<file path="src/rtl/core/dasu_pkg.sv">
`timescale 1ns / 1ps
// ----------------------------------------------------------------------------
// dasu_pkg
// Types, codes and frame constants shared by the DALI address search
// sequencer.
// ----------------------------------------------------------------------------
package dasu_pkg;

    // Event kinds on the input channel.
    typedef enum logic [1:0] {
        OP_START  = 2'd0,
        OP_RESULT = 2'd1,
        OP_TICK   = 2'd2,
        OP_NONE   = 2'd3
    } t_op;

    // Transaction result codes.
    localparam logic [2:0] RC_SUCCESS      = 3'd0;
    localparam logic [2:0] RC_SEND_FAILED  = 3'd1;
    localparam logic [2:0] RC_NO_REPLY     = 3'd2;
    localparam logic [2:0] RC_GOOD_REPLY   = 3'd3;
    localparam logic [2:0] RC_WRONG_LENGTH = 3'd4;
    localparam logic [2:0] RC_TIMING_ERROR = 3'd5;

    // Send priorities.
    localparam logic [1:0] PRIO_TRANSACTION = 2'd0;
    localparam logic [1:0] PRIO_AUTOMATIC   = 2'd1;
    localparam logic [1:0] PRIO_CONFIG      = 2'd2;

    // Configuration register indexes.
    localparam logic [1:0] CFG_RESET_WAIT     = 2'd0;
    localparam logic [1:0] CFG_RANDOMISE_WAIT = 2'd1;
    localparam logic [1:0] CFG_RESET_CMD      = 2'd2;
    localparam logic [1:0] CFG_OFF_CMD        = 2'd3;

    localparam int CFG_INDEX_W = 2;
    localparam int CFG_DATA_W  = 16;

    // Reset values of the configuration registers.
    localparam logic [15:0] RESET_WAIT_DEFAULT     = 16'd350;
    localparam logic [15:0] RANDOMISE_WAIT_DEFAULT = 16'd100;
    localparam logic [7:0]  RESET_CMD_DEFAULT      = 8'd32;
    localparam logic [7:0]  OFF_CMD_DEFAULT        = 8'd0;

    // Forward frame address bytes.
    localparam logic [7:0] FWD_BCAST    = 8'hFF;
    localparam logic [7:0] FWD_TERM     = 8'hA1;
    localparam logic [7:0] FWD_INIT     = 8'hA5;
    localparam logic [7:0] FWD_RAND     = 8'hA7;
    localparam logic [7:0] FWD_CMP      = 8'hA9;
    localparam logic [7:0] FWD_WDRAW    = 8'hAB;
    localparam logic [7:0] FWD_SRCH_H   = 8'hB1;
    localparam logic [7:0] FWD_SRCH_M   = 8'hB3;
    localparam logic [7:0] FWD_SRCH_L   = 8'hB5;
    localparam logic [7:0] FWD_PROG     = 8'hB7;
    localparam logic [7:0] FWD_VERIFY   = 8'hB9;

    localparam logic [23:0] SEARCH_TOP = 24'hFFFFFE;
    localparam logic [15:0] WAIT_MAX   = 16'hFFFF;

    typedef enum logic [3:0] {
        PH_INACTIVE       = 4'd0,
        PH_RESET          = 4'd1,
        PH_RESET_WAIT     = 4'd2,
        PH_LAMP_OFF       = 4'd3,
        PH_INITIALISE     = 4'd4,
        PH_RANDOMISE      = 4'd5,
        PH_RANDOMISE_WAIT = 4'd6,
        PH_SEARCH_H       = 4'd7,
        PH_SEARCH_M       = 4'd8,
        PH_SEARCH_L       = 4'd9,
        PH_COMPARE        = 4'd10,
        PH_PROGRAM        = 4'd11,
        PH_VERIFY         = 4'd12,
        PH_WITHDRAW       = 4'd13
    } t_phase;

    typedef struct packed {
        logic [15:0] reset_wait_ticks;
        logic [15:0] randomise_wait_ticks;
        logic [7:0]  reset_command;
        logic [7:0]  off_command;
    } t_cfg;

    typedef struct packed {
        t_phase      phase;
        logic [23:0] search_min;
        logic [23:0] search_max;
        logic [23:0] search_mid;
        logic [6:0]  next_short;
        logic [15:0] wait_count;
    } t_state;

    typedef struct packed {
        logic       valid;
        logic [7:0] address;
        logic [7:0] data;
        logic       twice;
        logic       expect_reply;
        logic [1:0] priority_code;
    } t_frame;

    typedef struct packed {
        t_frame      frame;
        logic        busy_res;
        logic        finished_ok;
        logic        finished_fail;
        logic [6:0]  lamps_found;
        logic [23:0] search_low;
    } t_result;

    function automatic t_frame mk_frame(
        input logic [7:0] address,
        input logic [7:0] data,
        input logic       twice,
        input logic       expect_reply,
        input logic [1:0] priority_code
    );
        t_frame f;
        f.valid         = 1'b1;
        f.address       = address;
        f.data          = data;
        f.twice         = twice;
        f.expect_reply  = expect_reply;
        f.priority_code = priority_code;
        return f;
    endfunction

endpackage

</file>
<file path="src/rtl/core/dasu_step.sv">
`timescale 1ns / 1ps
// ----------------------------------------------------------------------------
// dasu_step
// Next-state and result logic of the sequencer for one event.
// ----------------------------------------------------------------------------
module dasu_step (
    input  dasu_pkg::t_cfg    i_cfg,
    input  dasu_pkg::t_state  i_state,
    input  logic [1:0]        i_op,
    input  logic [2:0]        i_result_code,
    output dasu_pkg::t_state  o_state,
    output dasu_pkg::t_result o_result
);
    import dasu_pkg::*;

    t_state      s;
    t_frame      frame;
    logic        ok;
    logic        fail;
    logic        accepted;
    logic [24:0] sum_up;
    logic [24:0] sum_down;
    logic [23:0] min_inc;
    logic [15:0] wait_inc;
    logic [7:0]  short_data;

    // The new lower bound after a no-reply compare, and both candidate sums.
    assign min_inc    = i_state.search_mid + 24'd1;
    assign sum_up     = {1'b0, min_inc} + {1'b0, i_state.search_max};
    assign sum_down   = {1'b0, i_state.search_min} + {1'b0, i_state.search_mid};
    assign wait_inc   = (i_state.wait_count == WAIT_MAX) ? WAIT_MAX
                                                         : i_state.wait_count + 16'd1;
    assign short_data = {i_state.next_short, 1'b1};

    always_comb begin
        s        = i_state;
        frame    = '0;
        ok       = 1'b0;
        fail     = 1'b0;
        accepted = 1'b0;

        unique case (t_op'(i_op))
            OP_START: begin
                if (i_state.phase == PH_INACTIVE) begin
                    s.search_min = '0;
                    s.search_max = '0;
                    s.search_mid = '0;
                    s.next_short = '0;
                    s.wait_count = '0;
                    s.phase      = PH_RESET;
                    frame = mk_frame(FWD_BCAST, i_cfg.reset_command, 1'b0, 1'b0,
                                     PRIO_CONFIG);
                end
            end
            OP_RESULT: begin
                if (i_state.phase != PH_INACTIVE && i_state.phase != PH_RESET_WAIT &&
                    i_state.phase != PH_RANDOMISE_WAIT) begin
                    if (i_state.phase == PH_COMPARE) begin
                        accepted = (i_result_code >= RC_NO_REPLY) &&
                                   (i_result_code <= RC_TIMING_ERROR);
                    end else if (i_state.phase == PH_VERIFY) begin
                        accepted = (i_result_code == RC_GOOD_REPLY);
                    end else begin
                        accepted = (i_result_code == RC_SUCCESS);
                    end

                    if (!accepted) begin
                        // Once initialise went out, the lamps must be told to stop.
                        if (i_state.phase >= PH_INITIALISE) begin
                            frame = mk_frame(FWD_TERM, 8'h00, 1'b0, 1'b0,
                                             PRIO_AUTOMATIC);
                        end
                        s.phase = PH_INACTIVE;
                        fail    = 1'b1;
                    end else begin
                        unique case (i_state.phase)
                            PH_RESET: begin
                                s.phase      = PH_RESET_WAIT;
                                s.wait_count = '0;
                            end
                            PH_LAMP_OFF: begin
                                frame = mk_frame(FWD_INIT, 8'h00, 1'b1, 1'b0,
                                                 PRIO_TRANSACTION);
                                s.phase = PH_INITIALISE;
                            end
                            PH_INITIALISE: begin
                                frame = mk_frame(FWD_RAND, 8'h00, 1'b1, 1'b0,
                                                 PRIO_TRANSACTION);
                                s.phase = PH_RANDOMISE;
                            end
                            PH_RANDOMISE: begin
                                s.phase      = PH_RANDOMISE_WAIT;
                                s.wait_count = '0;
                            end
                            PH_SEARCH_H: begin
                                frame = mk_frame(FWD_SRCH_M, i_state.search_mid[15:8],
                                                 1'b0, 1'b0, PRIO_TRANSACTION);
                                s.phase = PH_SEARCH_M;
                            end
                            PH_SEARCH_M: begin
                                frame = mk_frame(FWD_SRCH_L, i_state.search_mid[7:0],
                                                 1'b0, 1'b0, PRIO_TRANSACTION);
                                s.phase = PH_SEARCH_L;
                            end
                            PH_SEARCH_L: begin
                                frame = mk_frame(FWD_CMP, 8'h00, 1'b0, 1'b1,
                                                 PRIO_TRANSACTION);
                                s.phase = PH_COMPARE;
                            end
                            PH_COMPARE: begin
                                if (i_result_code == RC_NO_REPLY) begin
                                    // No lamp at or below the midpoint: raise the floor.
                                    s.search_min = min_inc;
                                    if (min_inc > i_state.search_max) begin
                                        frame = mk_frame(FWD_TERM, 8'h00, 1'b0,
                                                         1'b0, PRIO_AUTOMATIC);
                                        s.phase = PH_INACTIVE;
                                        ok      = 1'b1;
                                    end else begin
                                        s.search_mid = sum_up[24:1];
                                        frame = mk_frame(FWD_SRCH_H, sum_up[24:17],
                                                         1'b0, 1'b0, PRIO_TRANSACTION);
                                        s.phase = PH_SEARCH_H;
                                    end
                                end else if (i_state.search_min == i_state.search_max) begin
                                    frame = mk_frame(FWD_PROG, short_data, 1'b0, 1'b0,
                                                     PRIO_TRANSACTION);
                                    s.phase = PH_PROGRAM;
                                end else begin
                                    s.search_max = i_state.search_mid;
                                    s.search_mid = sum_down[24:1];
                                    frame = mk_frame(FWD_SRCH_H, sum_down[24:17],
                                                     1'b0, 1'b0, PRIO_TRANSACTION);
                                    s.phase = PH_SEARCH_H;
                                end
                            end
                            PH_PROGRAM: begin
                                frame = mk_frame(FWD_VERIFY, short_data, 1'b0, 1'b1,
                                                 PRIO_TRANSACTION);
                                s.phase      = PH_VERIFY;
                                s.next_short = i_state.next_short + 7'd1;
                            end
                            PH_VERIFY: begin
                                frame = mk_frame(FWD_WDRAW, 8'h00, 1'b0, 1'b0,
                                                 PRIO_TRANSACTION);
                                s.phase = PH_WITHDRAW;
                            end
                            PH_WITHDRAW: begin
                                // Midpoint of the full range is a fixed value.
                                s.search_min = '0;
                                s.search_max = SEARCH_TOP;
                                s.search_mid = SEARCH_TOP >> 1;
                                frame = mk_frame(FWD_SRCH_H, 8'h7F, 1'b0, 1'b0,
                                                 PRIO_TRANSACTION);
                                s.phase = PH_SEARCH_H;
                            end
                            default: begin
                            end
                        endcase
                    end
                end
            end
            OP_TICK: begin
                if (i_state.phase == PH_RESET_WAIT) begin
                    s.wait_count = wait_inc;
                    if (wait_inc >= i_cfg.reset_wait_ticks) begin
                        frame = mk_frame(FWD_BCAST, i_cfg.off_command, 1'b1, 1'b0,
                                         PRIO_TRANSACTION);
                        s.phase = PH_LAMP_OFF;
                    end
                end else if (i_state.phase == PH_RANDOMISE_WAIT) begin
                    s.wait_count = wait_inc;
                    if (wait_inc >= i_cfg.randomise_wait_ticks) begin
                        s.search_min = '0;
                        s.search_max = SEARCH_TOP;
                        s.search_mid = SEARCH_TOP >> 1;
                        frame = mk_frame(FWD_SRCH_H, 8'h7F, 1'b0, 1'b0,
                                         PRIO_TRANSACTION);
                        s.phase = PH_SEARCH_H;
                    end
                end
            end
            default: begin
            end
        endcase
    end

    assign o_state                = s;
    assign o_result.frame         = frame;
    assign o_result.busy_res      = (s.phase != PH_INACTIVE);
    assign o_result.finished_ok   = ok;
    assign o_result.finished_fail = fail;
    assign o_result.lamps_found   = s.next_short;
    assign o_result.search_low    = s.search_min;

endmodule

</file>
<file path="src/rtl/core/dasu_out_buf.sv">
`timescale 1ns / 1ps
// ----------------------------------------------------------------------------
// dasu_out_buf
// Two-entry result buffer that lets the input side keep going while a
// result waits to be taken.
// ----------------------------------------------------------------------------
module dasu_out_buf (
    input  logic              i_clk,
    input  logic              i_rst_n,
    input  logic              i_push,
    input  dasu_pkg::t_result i_data,
    output logic              o_space,
    output logic              o_valid,
    input  logic              i_ready,
    output dasu_pkg::t_result o_data
);
    import dasu_pkg::*;

    t_result    r_head;
    t_result    r_tail;
    logic [1:0] r_count;
    logic [1:0] n_count;
    logic       pop;

    assign pop     = (r_count != 2'd0) && i_ready;
    assign o_space = (r_count != 2'd2);
    assign o_valid = (r_count != 2'd0);
    assign o_data  = r_head;

    always_comb begin
        n_count = r_count;
        if (i_push && !pop) begin
            n_count = r_count + 2'd1;
        end else if (!i_push && pop) begin
            n_count = r_count - 2'd1;
        end
    end

    always_ff @(posedge i_clk) begin
        if (!i_rst_n) begin
            r_count <= 2'd0;
        end else begin
            r_count <= n_count;
        end
    end

    always_ff @(posedge i_clk) begin
        if (pop) begin
            if (r_count == 2'd2) begin
                r_head <= r_tail;
            end else if (i_push) begin
                r_head <= i_data;
            end
        end else if (i_push) begin
            if (r_count == 2'd0) begin
                r_head <= i_data;
            end else begin
                r_tail <= i_data;
            end
        end
        if (pop && i_push && r_count == 2'd2) begin
            r_tail <= i_data;
        end
    end

endmodule

</file>
<file path="src/rtl/core/dali_address_search_sequencer_unit.sv">
`timescale 1ns / 1ps
// ----------------------------------------------------------------------------
// dali_address_search_sequencer_unit
// DALI short-address assignment sequencer: a random long-address binary
// search driven by start, transaction-result and timer-tick events.
// ----------------------------------------------------------------------------
//
//  Channel   Direction  Handshake            Payload
//  events    in         i_valid / o_ready    i_op, i_result_code
//  results   out        o_valid / i_ready    o_cmd_*, status, o_search_low
//  config    in         i_cfg_we             i_cfg_index, i_cfg_data
//
// Every event transfer yields exactly one result transfer. The event is
// evaluated in the cycle it is accepted and its result is written into a
// two-entry output buffer, whose head drives the result outputs. One event
// can be taken every cycle while a buffer entry is free; o_ready drops only
// when both buffer entries hold results the downstream side has not yet
// taken, and the buffer depth sets that stall point. Reset (synchronous,
// active low) puts the sequencer in its inactive phase, clears the search
// state and loads the default configuration values.
//
module dali_address_search_sequencer_unit (
    input  logic                               i_clk,
    input  logic                               i_rst_n,
    input  logic                               i_valid,
    output logic                               o_ready,
    input  logic [1:0]                         i_op,
    input  logic [2:0]                         i_result_code,
    output logic                               o_valid,
    input  logic                               i_ready,
    output logic                               o_cmd_valid,
    output logic [7:0]                         o_cmd_address,
    output logic [7:0]                         o_cmd_data,
    output logic                               o_cmd_twice,
    output logic                               o_cmd_expect_reply,
    output logic [1:0]                         o_cmd_priority,
    output logic                               o_busy_res,
    output logic                               o_finished_ok,
    output logic                               o_finished_fail,
    output logic [6:0]                         o_lamps_found,
    output logic [23:0]                        o_search_low,
    input  logic                               i_cfg_we,
    input  logic [dasu_pkg::CFG_INDEX_W-1:0]   i_cfg_index,
    input  logic [dasu_pkg::CFG_DATA_W-1:0]    i_cfg_data
);
    import dasu_pkg::*;

    t_cfg    r_cfg;
    t_state  r_state;
    t_state  n_state;
    t_result step_result;
    t_result head;
    logic    accept;

    assign accept = i_valid && o_ready;

    // Configuration registers. Writes must arrive only while the sequencer is idle; the block does not enforce it.
    always_ff @(posedge i_clk) begin
        if (!i_rst_n) begin
            r_cfg.reset_wait_ticks     <= RESET_WAIT_DEFAULT;
            r_cfg.randomise_wait_ticks <= RANDOMISE_WAIT_DEFAULT;
            r_cfg.reset_command        <= RESET_CMD_DEFAULT;
            r_cfg.off_command          <= OFF_CMD_DEFAULT;
        end else if (i_cfg_we) begin
            unique case (i_cfg_index)
                CFG_RESET_WAIT:     r_cfg.reset_wait_ticks     <= i_cfg_data;
                CFG_RANDOMISE_WAIT: r_cfg.randomise_wait_ticks <= i_cfg_data;
                CFG_RESET_CMD:      r_cfg.reset_command        <= i_cfg_data[7:0];
                CFG_OFF_CMD:        r_cfg.off_command          <= i_cfg_data[7:0];
                default: begin
                end
            endcase
        end
    end

    // Sequencer state advances only on an accepted event.
    always_ff @(posedge i_clk) begin
        if (!i_rst_n) begin
            r_state.phase      <= PH_INACTIVE;
            r_state.search_min <= '0;
            r_state.search_max <= '0;
            r_state.search_mid <= '0;
            r_state.next_short <= '0;
            r_state.wait_count <= '0;
        end else if (accept) begin
            r_state <= n_state;
        end
    end

    dasu_step u_step (
        .i_cfg         (r_cfg),
        .i_state       (r_state),
        .i_op          (i_op),
        .i_result_code (i_result_code),
        .o_state       (n_state),
        .o_result      (step_result)
    );

    dasu_out_buf u_out_buf (
        .i_clk   (i_clk),
        .i_rst_n (i_rst_n),
        .i_push  (accept),
        .i_data  (step_result),
        .o_space (o_ready),
        .o_valid (o_valid),
        .i_ready (i_ready),
        .o_data  (head)
    );

    assign o_cmd_valid        = head.frame.valid;
    assign o_cmd_address      = head.frame.address;
    assign o_cmd_data         = head.frame.data;
    assign o_cmd_twice        = head.frame.twice;
    assign o_cmd_expect_reply = head.frame.expect_reply;
    assign o_cmd_priority     = head.frame.priority_code;
    assign o_busy_res         = head.busy_res;
    assign o_finished_ok      = head.finished_ok;
    assign o_finished_fail    = head.finished_fail;
    assign o_lamps_found      = head.lamps_found;
    assign o_search_low       = head.search_low;

`ifndef NO_ASSERTIONS
    // A start from the inactive phase always leads into the reset phase.
    a_start_enters_reset: assert property (@(posedge i_clk) disable iff (!i_rst_n)
        (accept && i_op == OP_START && r_state.phase == PH_INACTIVE)
        |=> (r_state.phase == PH_RESET))
        else $error("start from inactive did not enter reset phase");

    // Without an accepted event the phase holds.
    a_phase_holds: assert property (@(posedge i_clk) disable iff (!i_rst_n)
        !accept |=> $stable(r_state.phase))
        else $error("phase moved without an accepted event");

    // An accepted event always leaves a result to deliver.
    a_result_follows: assert property (@(posedge i_clk) disable iff (!i_rst_n)
        accept |=> o_valid)
        else $error("accepted event produced no pending result");

    // A sequence that ends reports idle and only one ending.
    a_finish_idle: assert property (@(posedge i_clk) disable iff (!i_rst_n)
        (o_valid && (o_finished_ok || o_finished_fail))
        |-> (!o_busy_res && !(o_finished_ok && o_finished_fail)))
        else $error("finished result is inconsistent");

    // Search bounds stay ordered while the binary search is running.
    a_bounds_ordered: assert property (@(posedge i_clk) disable iff (!i_rst_n)
        (r_state.phase == PH_SEARCH_H || r_state.phase == PH_SEARCH_M ||
         r_state.phase == PH_SEARCH_L || r_state.phase == PH_COMPARE)
        |-> (r_state.search_min <= r_state.search_mid &&
             r_state.search_mid <= r_state.search_max))
        else $error("search bounds out of order");
`endif

endmodule

</file>
<file path="config.mk">
export PLATFORM = sky130hd
export DESIGN_NAME = dali_address_search_sequencer_unit
export DESIGN_NICKNAME = d
export VERILOG_FILES = /design/src/rtl/core/dasu_pkg.sv /design/src/rtl/core/dasu_step.sv /design/src/rtl/core/dasu_out_buf.sv /design/src/rtl/core/dali_address_search_sequencer_unit.sv
export SDC_FILE = /design/constraint.sdc
export NUM_CORES = 1
export LEC_CHECK = 0
export BUFFER_PORTS_ARGS = -buffer_cell sky130_fd_sc_hd__buf_2
export CAP_MARGIN = 20
export CORE_ASPECT_RATIO = 2
export CORE_UTILIZATION = 55
export CTS_CLUSTER_SIZE = 25
export DETAILED_ROUTE_END_ITERATION = 6
export PLACE_DENSITY_LB_ADDON = 0.1
export SYNTH_ARGS = -nofsm -noshare
export SYNTH_HDL_FRONTEND = slang
export SYNTH_SLANG_ARGS = --single-unit
</file>
<file path="constraint.sdc">
create_clock -name i_clk -period 4.6 [get_ports i_clk]
set_input_delay 0.46 -clock i_clk [delete_from_list [all_inputs] [get_ports i_clk]]
set_output_delay 0.46 -clock i_clk [all_outputs]
set_load 0.01 [all_outputs]
</file>
======== Word-level counts from Yosys, hierarchy flattened ========
Index checks and enable logic that the tools add are counted.
operators by class
  multiplexer cells ....................... 64
  add/sub/neg operators ................... 7
  reduce and logical (&&, ||, !) cells .... 35
  order comparisons ....................... 6
  eq/ne operators ......................... 41
operators with widths
  cell                                                             count
  55-bit two-way mux                                               9
  76-bit case mux with 3 select lines                              1
  99-bit two-way mux                                               2
  21-bit case mux with 9 select lines                              1
  21-bit two-way mux                                               8
  76-bit two-way mux                                               2
  72-bit case mux with 2 select lines                              1
  24-bit two-way mux                                               4
  95-bit two-way mux                                               1
  72-bit two-way mux                                               1
  16-bit two-way mux                                               4
  21-bit case mux with 3 select lines                              1
  24-bit by 24-bit adder with 25-bit output                        2
  48-bit two-way mux                                               1
  16-bit case mux with 3 select lines                              1
  4-bit case mux with 11 select lines                              1
  17-bit two-way mux                                               2
  16-bit greater-or-equal comparator                               2
  24-bit by 1-bit adder with 24-bit output, second input constant  1
  24-bit == test                                                   1
  4-bit == test, second input constant                             6
  24-bit greater-than comparator                                   1
  11-bit AND reduction                                             2
  4-bit two-way mux                                                5
  40 further kinds                                                 93
storage, ports and cells
  bits of input ports ..................... 28
  bits in registers ....................... 259
  word-level logic and storage cells ...... 186
  output and inout bits ................... 57

======== Logic depth before layout (Yosys ltp) ========
Gate-level depths: netlist (run 1).
  depth after elaboration ................. 13
  depth in mapped cells ................... 22
  depth with buffers taken out ............ 19

======== By module ========
From an unflattened synthesis (run 1), not the netlist that was laid out.
second synthesis, totals
  cells, all modules ...................... 2230
  area, all modules ....................... 19667.6 µm²
by module, submodules not included
  module                              instances  cells an instance  area an instance (µm²)  sequential area each (µm²)
  dasu_step                           1          1396               9068.7                  0.0
  dali_address_search_sequencer_unit  1          640                6195.9                  2942.8
  dasu_out_buf                        1          194                4403.0                  3343.2

======== Worst setup path before layout (run 1) ========
Ideal clock, no wire load.
  kind .................................... input-to-reg
  start point ............................. in i_ready
  end point ............................... reg u_out_buf.r_head, in the netlist u_out_buf.o_data[0] (enable)
  slack ................................... -0.123 ns
  arrival time ............................ 4.190 ns
  path buffers ............................ 0
  data required time ...................... 4.066 ns
  setup time .............................. 0.534 ns
  stages on the path ...................... 2
  cell sequence ........................... mux2i_1 -> o21ai_0
on the way
  cells in the longest elaborated chain, start to end .. 3
  elaborated cells on any way between the ends .. 4
  those cells by class .................... 4 x reduce/logical
RTL lines
  what                                      RTL line                                  RTL
  from (decl)                               dali_address_search_sequencer_unit.sv:30  input logic i_ready,
  1-bit logical AND (*)                     dasu_out_buf.sv:25                        assign pop = (r_count != 2'd0) && i_ready;
  2-bit nonzero test (no source line)       -
  3-bit AND reduction (no source line) (*)  -
  to (signal assigned)                      dasu_out_buf.sv:50                        r_head <= r_tail;
  to (signal assigned)                      dasu_out_buf.sv:52                        r_head <= i_data;
  to (signal assigned)                      dasu_out_buf.sv:56                        r_head <= i_data;
  to (decl)                                 dasu_out_buf.sv:19                        t_result r_head;
Every way passes the cells marked *; elsewhere a longest branch is shown, timed or not.
A chain may end at the register's enable or synchronous reset.

==> results.json, run 1 <==
{
  "cp_num_buf_inv": 4,
  "rsz0062_at_grt": "yes",
  "ys_seq_elements": 253,
  "crit_chain": "ha_4, and3_4, and3_4, and3_4, and3_4, buf_6, and4_4, and4b_1, nor2_2, ha_1, nand4_1, or4_4, o41ai_4, buf_4, o211ai_1, buf_4, buf_12, o2bb2ai_1, nor2_1, nor2_1",
  "synth_area_um2": 17100,
  "antenna_left": 0,
  "hold_end": "r_cfg[26]",
  "htree_levels": 1,
  "period_minus_slack_ps": 4820,
  "synth_cells": 2069,
  "nNetsFinal": 2443,
  "synth_nets": 2217,
  "p_int_mw": 4.42,
  "grt_max_degree": 88,
  "clk_latency_ps": 580,
  "p_sw_share_pct": 33.5,
  "yosysMostFrequentCell": "nand2_1",
  "critPathMaxFanout": 7,
  "hold_path_startpoint": "i_cfg_data[10]",
  "p_leak_nw": 9.06,
  "finClkSkew_ps": 34.6,
  "start_kind": "flop",
  "rrSetupSlack_ps": -220,
  "dp_cells": 2604,
  "slew_headroom_pct": 15.0,
  "reg2reg_to": "u_out_buf.o_data[18]",
  "sequentialPowerShare_pct": 43.6,
  "crit_top_cell": "and3_4",
  "violations": "setup timing",
  "fin_crit_sh_pct": 105,
  "wl_um": 72900,
  "slowest_stage": "or4_4",
  "setup_viol": 85,
  "netlist-cell-type-count": 83,
  "cp_data_arrival_time_ps": 5130,
  "grt_overflow": 0,
  "p_comb_share_pct": 24.6,
  "drt_iter0_drc": 1623,
  "switching_power_mw": 2.23,
  "hp-class": "primary input to flop",
  "port_buffers": 84,
  "yosysTopAreaCell": "edfxtp_1",
  "holdPathStages": 3,
  "fmax_mhz": 208,
  "ios": 85,
  "cts_tree": "done",
  "outcome": "complete, but fails checks",
  "die_x_um": 127,
  "cts.sinks": 253,
  "area_growth_pct": 23.7,
  "drive_gt1_share_pct": 23.1,
  "num_rows": 91,
  "yosys.area.top_type_share_pct": 18.3,
  "via_per_inst": 6.53,
  "synthArstFlopShare_pct": 0,
  "finalHoldViolCount": 0,
  "crit_path_max_incr_delay_ps": 550,
  "critPathKind": "flop to flop",
  "root_buffer": "clkbuf_16",
  "grt_pass1_vias": 16895,
  "synth_warnings": 0,
  "utilization_pct": 68.8,
  "cp-end-kind": "flop",
  "max-vdd-ir-drop_mv": 0.471,
  "place.gp.congestion": 1.10,
  "rr_startpoint": "r_state[1]",
  "setup_slack_ps": -218,
  "dr_total_vias": 17530,
  "power_density_nw_per_um2": 314,
  "cts_buffer_depth": 3,
  "core-area_um2": 30700,
  "die_area_um2": 31800,
  "grt_pass1_wl_um": 104000,
  "instances_no_fill": 2685,
  "synthTopCellsByArea": "edfxtp_1, dfxtp_1, ha_1, nand2_1, a21oi_1",
  "start_util_pct": 55.6,
  "hold_buffers": 0,
  "antenna_found_initial": 2,
  "cts_buffers": 24,
  "dr.pass1.iters": 7,
  "die_h_um": 251,
  "path_clk_slew_ps": 70,
  "worstMarginPinSlew_ps": 1270,
  "nFillCells": 2529,
  "hpwl_um": 52800,
  "slew_viol_final": 0,
  "critPathRequiredTime_ps": 4910,
  "wl_per_cell_um": 27.2,
  "synthTopCellsByCount": "nand2_1, nor2_1, a21oi_1, dfxtp_1, inv_1",
  "avgSynthCellArea_um2": 8.26,
  "rr_worst_depth": 20,
  "ys.flop_type": "dfxtp_1",
  "synth_edf_count": 104,
  "critPathTopFamily": "simple AND/OR/NAND/NOR gates",
  "grt_use_total_pct": 45.0,
  "power.share.clock_pct": 31.8,
  "cap_violations": 0,
  "synth_seq_area_share_pct": 35.7,
  "detail_route.drc_violations": 0
}
how the worst max path moves through the flow:
stage	startpoint	slack, ps	cells past startpoint	endpoint
floorplan	r_state[0]	40	19	r_state[40]
global placement	r_state[0]	-180	18	u_out_buf.o_data[40]
detailed placement	r_state[0]	-290	19	u_out_buf.o_data[40]
CTS	r_state[0]	6	20	u_out_buf.o_data[51]
global route	r_state[1]	-280	20	u_out_buf.o_data[19]
finish	r_state[1]	-220	20	u_out_buf.o_data[18]
metrics by stage:
step | instance area (um^2) | total power [mW] | worst slack, ps | hold slack, ps | TNS (ps)
floorplan | 17100 | 3.73 | 43.5 | 441 | 0
global placement | 19100 | 4.33 | -176 | 452 | -834
detailed placement | 19100 | 4.37 | -290 | 459 | -4480
CTS | 19900 | 6.44 | 6.18 | 153 | 0
global route | 21100 | 6.86 | -276 | 136 | -13660
finish | 21100 | 6.65 | -218 | 141 | -7900
repair_timing:
action	in CTS	in global routing
setup buffers	0	27
resized for setup	9	207
pin swaps	1	74
endpoints found under the setup margin	96	125
gates cloned	0	10
placed cells by master (no fill, tap or decap), types with 23 or more instances in the layout:
cell       netlist  routed
nand2b_1        24      24
nor2_1         174     169
xor2_1          33      33
dfxtp_1        149     147
o211ai_1        26      26
inv_1          140     135
o21ai_0        131     113
clkbuf_16        0      31
o211a_1         24      24
nor3_1          25      23
a21boi_0        40      36
nand3_1         47      43
xnor2_1         57      57
a21oi_2          0      30
ha_1           118     111
nor2b_1         63      62
buf_2            5      83
edfxtp_1       104     104
a21oi_1        155     125
buf_4            4     202
nand2_1        253     246
worst min-delay path, stage by stage:
cell and delay [ps]:
buf_2 100, nand2_1 40, a21boi_0 60
power groups by stage:
stage / combinational, mW / sequential [mW] / clock, mW
global route: 1.75 / 2.91 / 2.21
finish: 1.63 / 2.90 / 2.12
global placement: 1.42 / 2.91 / 0
detailed placement: 1.45 / 2.92 / 0
CTS: 1.46 / 2.87 / 2.11
floorplan: 0.831 / 2.90 / 0
final cells by class:
cell class	instances	area [um^2]	area share, %
multi-input cells	1560	10800	51.1
flip-flops and latches	253	6110	28.9
repair buffers	316	2430	11.5
clock buffers	35	694	3.28
inverters	140	526	2.49
well taps	372	465	2.20
clock inverters	8	108	0.509
diodes	1	2.50	0.0118
metal layers:
| metal | GRT usage [%] | wire, um | vias up |
|---|---|---|---|
| li1 | - | - | 7817 |
| met1 | 39.4 | 22000 | 8293 |
| met2 | 75.2 | 35100 | 938 |
| met3 | 15.5 | 5900 | 476 |
| met4 | 50.2 | 9820 | 6 |
| met5 | 1.27 | 110 | - |
cell families after synthesis:
logic type,count (synthesis),synth area share [%]
and+or+nand+nor,720,20.2
adders and majority gates,120,8.87
AOI/OAI and AO/OA,608,23.6
DFF,253,35.7
buffers and inverters,257,5.77
xor gates and xnor gates,90,4.61
muxes,21,1.30
state kept, by name, summed over array words and instances, names as in the netlist:
| signal | flops |
|---|---|
| r_cfg | 48 |
| r_state | 99 |
| u_out_buf.o_data | 52 |
| u_out_buf.r_count | 2 |
| u_out_buf.r_tail | 52 |
No activity file was read; power rests on OpenSTA's default activity.
==> inputs of run 2 (changes only) <==
Settings changed: CORE_MARGIN set to 4.
==> run 2 against run 1 <==
  * The run now ends clean
  * Non-clock buffer count is 52 lower
  * Global-route usage fell by 6.8 points
  * Sequential cell count stayed put
  * Via count down 5.0%
  * Die area increased by 7.2%
  * Final cell count shrank 1.9%
  * Register-to-register slack better by 320 ps
  * Utilization decreased by 4.0 points
==> results.json, run 2 (synthesized netlist as in run 1, its figures left out) <==
{
  "critPathMaxFanout": 15,
  "wl_per_cell_um": 25.2,
  "dr.pass1.iters": 7,
  "via_per_inst": 6.32,
  "cts.sinks": 253,
  "start_kind": "flop",
  "largest_register_ffs": 99,
  "final_common_cell": "nand2_1",
  "hp-class": "primary input to flop",
  "clk_latency_ps": 570,
  "finalHoldViolCount": 0,
  "cp_num_buf_inv": 2,
  "antenna_left": 0,
  "drive_gt1_share_pct": 16.8,
  "utilization_pct": 64.8,
  "post-place-ws_ps": -234,
  "worstMarginPinSlew_ps": 1140,
  "setup_viol": 0,
  "port_buffers": 84,
  "htree_levels": 1,
  "critPathKind": "flop to flop",
  "grt_use_total_pct": 38.1,
  "path_clk_slew_ps": 70,
  "period_minus_slack_ps": 4490,
  "critPathRequiredTime_ps": 4920,
  "fin_crit_sh_pct": 97.7,
  "place.gp.congestion": 1.08,
  "nNetsFinal": 2390,
  "root_buffer": "clkbuf_16",
  "sequentialPowerShare_pct": 44.9,
  "fmax_mhz": 223,
  "die_x_um": 133,
  "antenna_found_initial": 1,
  "final_cell_mix": "nand2_1, buf_4, nor2_1",
  "cp-end-kind": "flop",
  "start_util_pct": 55.6,
  "total_power_mw": 6.39,
  "ios": 85,
  "largest_register": "r_state",
  "cts_tree": "done",
  "finClkSkew_ps": 11.7,
  "cts_buffer_depth": 3,
  "cts_buffers": 24,
  "setup_slack_ps": 107,
  "slowest_stage": "dfxtp_2",
  "max-vdd-ir-drop_mv": 0.425,
  "switching_power_mw": 2.12,
  "p_comb_share_pct": 23.4,
  "outcome": "completed",
  "crit_chain": "ha_2, and3_4, and3_4, and3_4, and3_4, nand4_1, or2_4, buf_6, nand3_1, ha_1, a21o_1, a31oi_2, o21ai_0, a31o_2, o21ai_1, buf_4, nor3_1, a221oi_2, o21ai_1, mux2_2",
  "slew_headroom_pct": 23.5,
  "num_rows": 91,
  "p_sw_share_pct": 33.1,
  "cap_violations": 0,
  "power_density_nw_per_um2": 321,
  "die_area_um2": 34100,
  "hpwl_um": 51100,
  "critPathTopFamily": "simple AND/OR/NAND/NOR gates",
  "grt_max_degree": 76,
  "area_growth_pct": 16.6,
  "detail_route.drc_violations": 0,
  "crit_path_max_incr_delay_ps": 370,
  "rsz0062_at_grt": "yes",
  "core-area_um2": 30700,
  "dr_total_vias": 16652,
  "grt_overflow": 0,
  "wl_um": 66400,
  "die_h_um": 257,
  "crit_top_cell": "and3_4",
  "power.share.clock_pct": 31.7,
  "grt_pass1_vias": 16390,
  "grt_pass1_wl_um": 98700,
  "drt_iter0_drc": 1213,
  "cp_data_arrival_time_ps": 4810,
  "slew_viol_final": 0,
  "p_leak_nw": 8.60,
  "p_int_mw": 4.27
}
[run 2: worst register-to-register path: stages, from the launching register on]
cell and delay (ps):
dfxtp_2 370, ha_2 190, and3_4 190, and3_4 190, and3_4 200, and3_4 210, nand4_1 140, or2_4 320
buf_6 170, nand3_1 120, ha_1 280, a21o_1 190, a31oi_2 200, o21ai_0 140, a31o_2 220, o21ai_1 120
buf_4 170, nor3_1 80, a221oi_2 250, o21ai_1 200, mux2_2 300
[run 2: timing repair]
item                       CTS  global route
setup endpoints to repair   65           129
setup buffers                0             5
hold buffers                 0             0
resized for setup           11            37
pin swaps                    2             2
[run 2: stage by stage]
| stage | instances | hold slack, ps | TNS, ps | area, um^2 |
|---|---|---|---|---|
| final | 2633 | 133 | 0 | 19900 |
| after global routing | 2632 | 153 | -316 | 19900 |
| after CTS | 2626 | 144 | 0 | 19700 |
| after detailed placement | 2582 | 459 | -3870 | 18900 |
| after global placement | 2582 | 452 | -1330 | 18900 |
| after floorplan | 2069 | 441 | 0 | 17100 |
[run 2: power groups by stage]
stage	logic, mW	registers (mW)	clock network (mW)
after floorplan	0.831	2.90	0
after global placement	1.43	2.90	0
after detailed placement	1.46	2.91	0
after CTS	1.47	2.86	2.04
after global routing	1.61	2.88	2.14
final	1.50	2.87	2.03
[run 2: final timing paths]
check / end / startpoint / cells after the start / slack, ps
min: r_cfg[40] / i_cfg_data[8] / 3 / 130
max: u_out_buf.o_data[41] / r_state[1] / 20 / 110
max reg2reg: u_out_buf.o_data[41] / r_state[1] / 20 / 110
min reg2reg: r_cfg[24] / r_cfg[24] / 2 / 460
[run 2: final cells by class]
cell class              count  area [um^2]
clock inverters            20          184
repair buffers            264         1840
fillers                  2720        10800
diodes                      1         2.50
flip-flops and latches    253         6110
clock buffers              24          601
well taps                 372          465
inverters                 140          526
multi-input cells        1559        10200
[run 2: layer usage]
metal  up-vias  wire, um  global-route usage, %
met5         -         0                      0
met4         0      8550                   37.8
met3       355      3660                   6.77
met2       754     33200                   67.6
met1      7805     21000                   35.7
li1       7738         -                      -
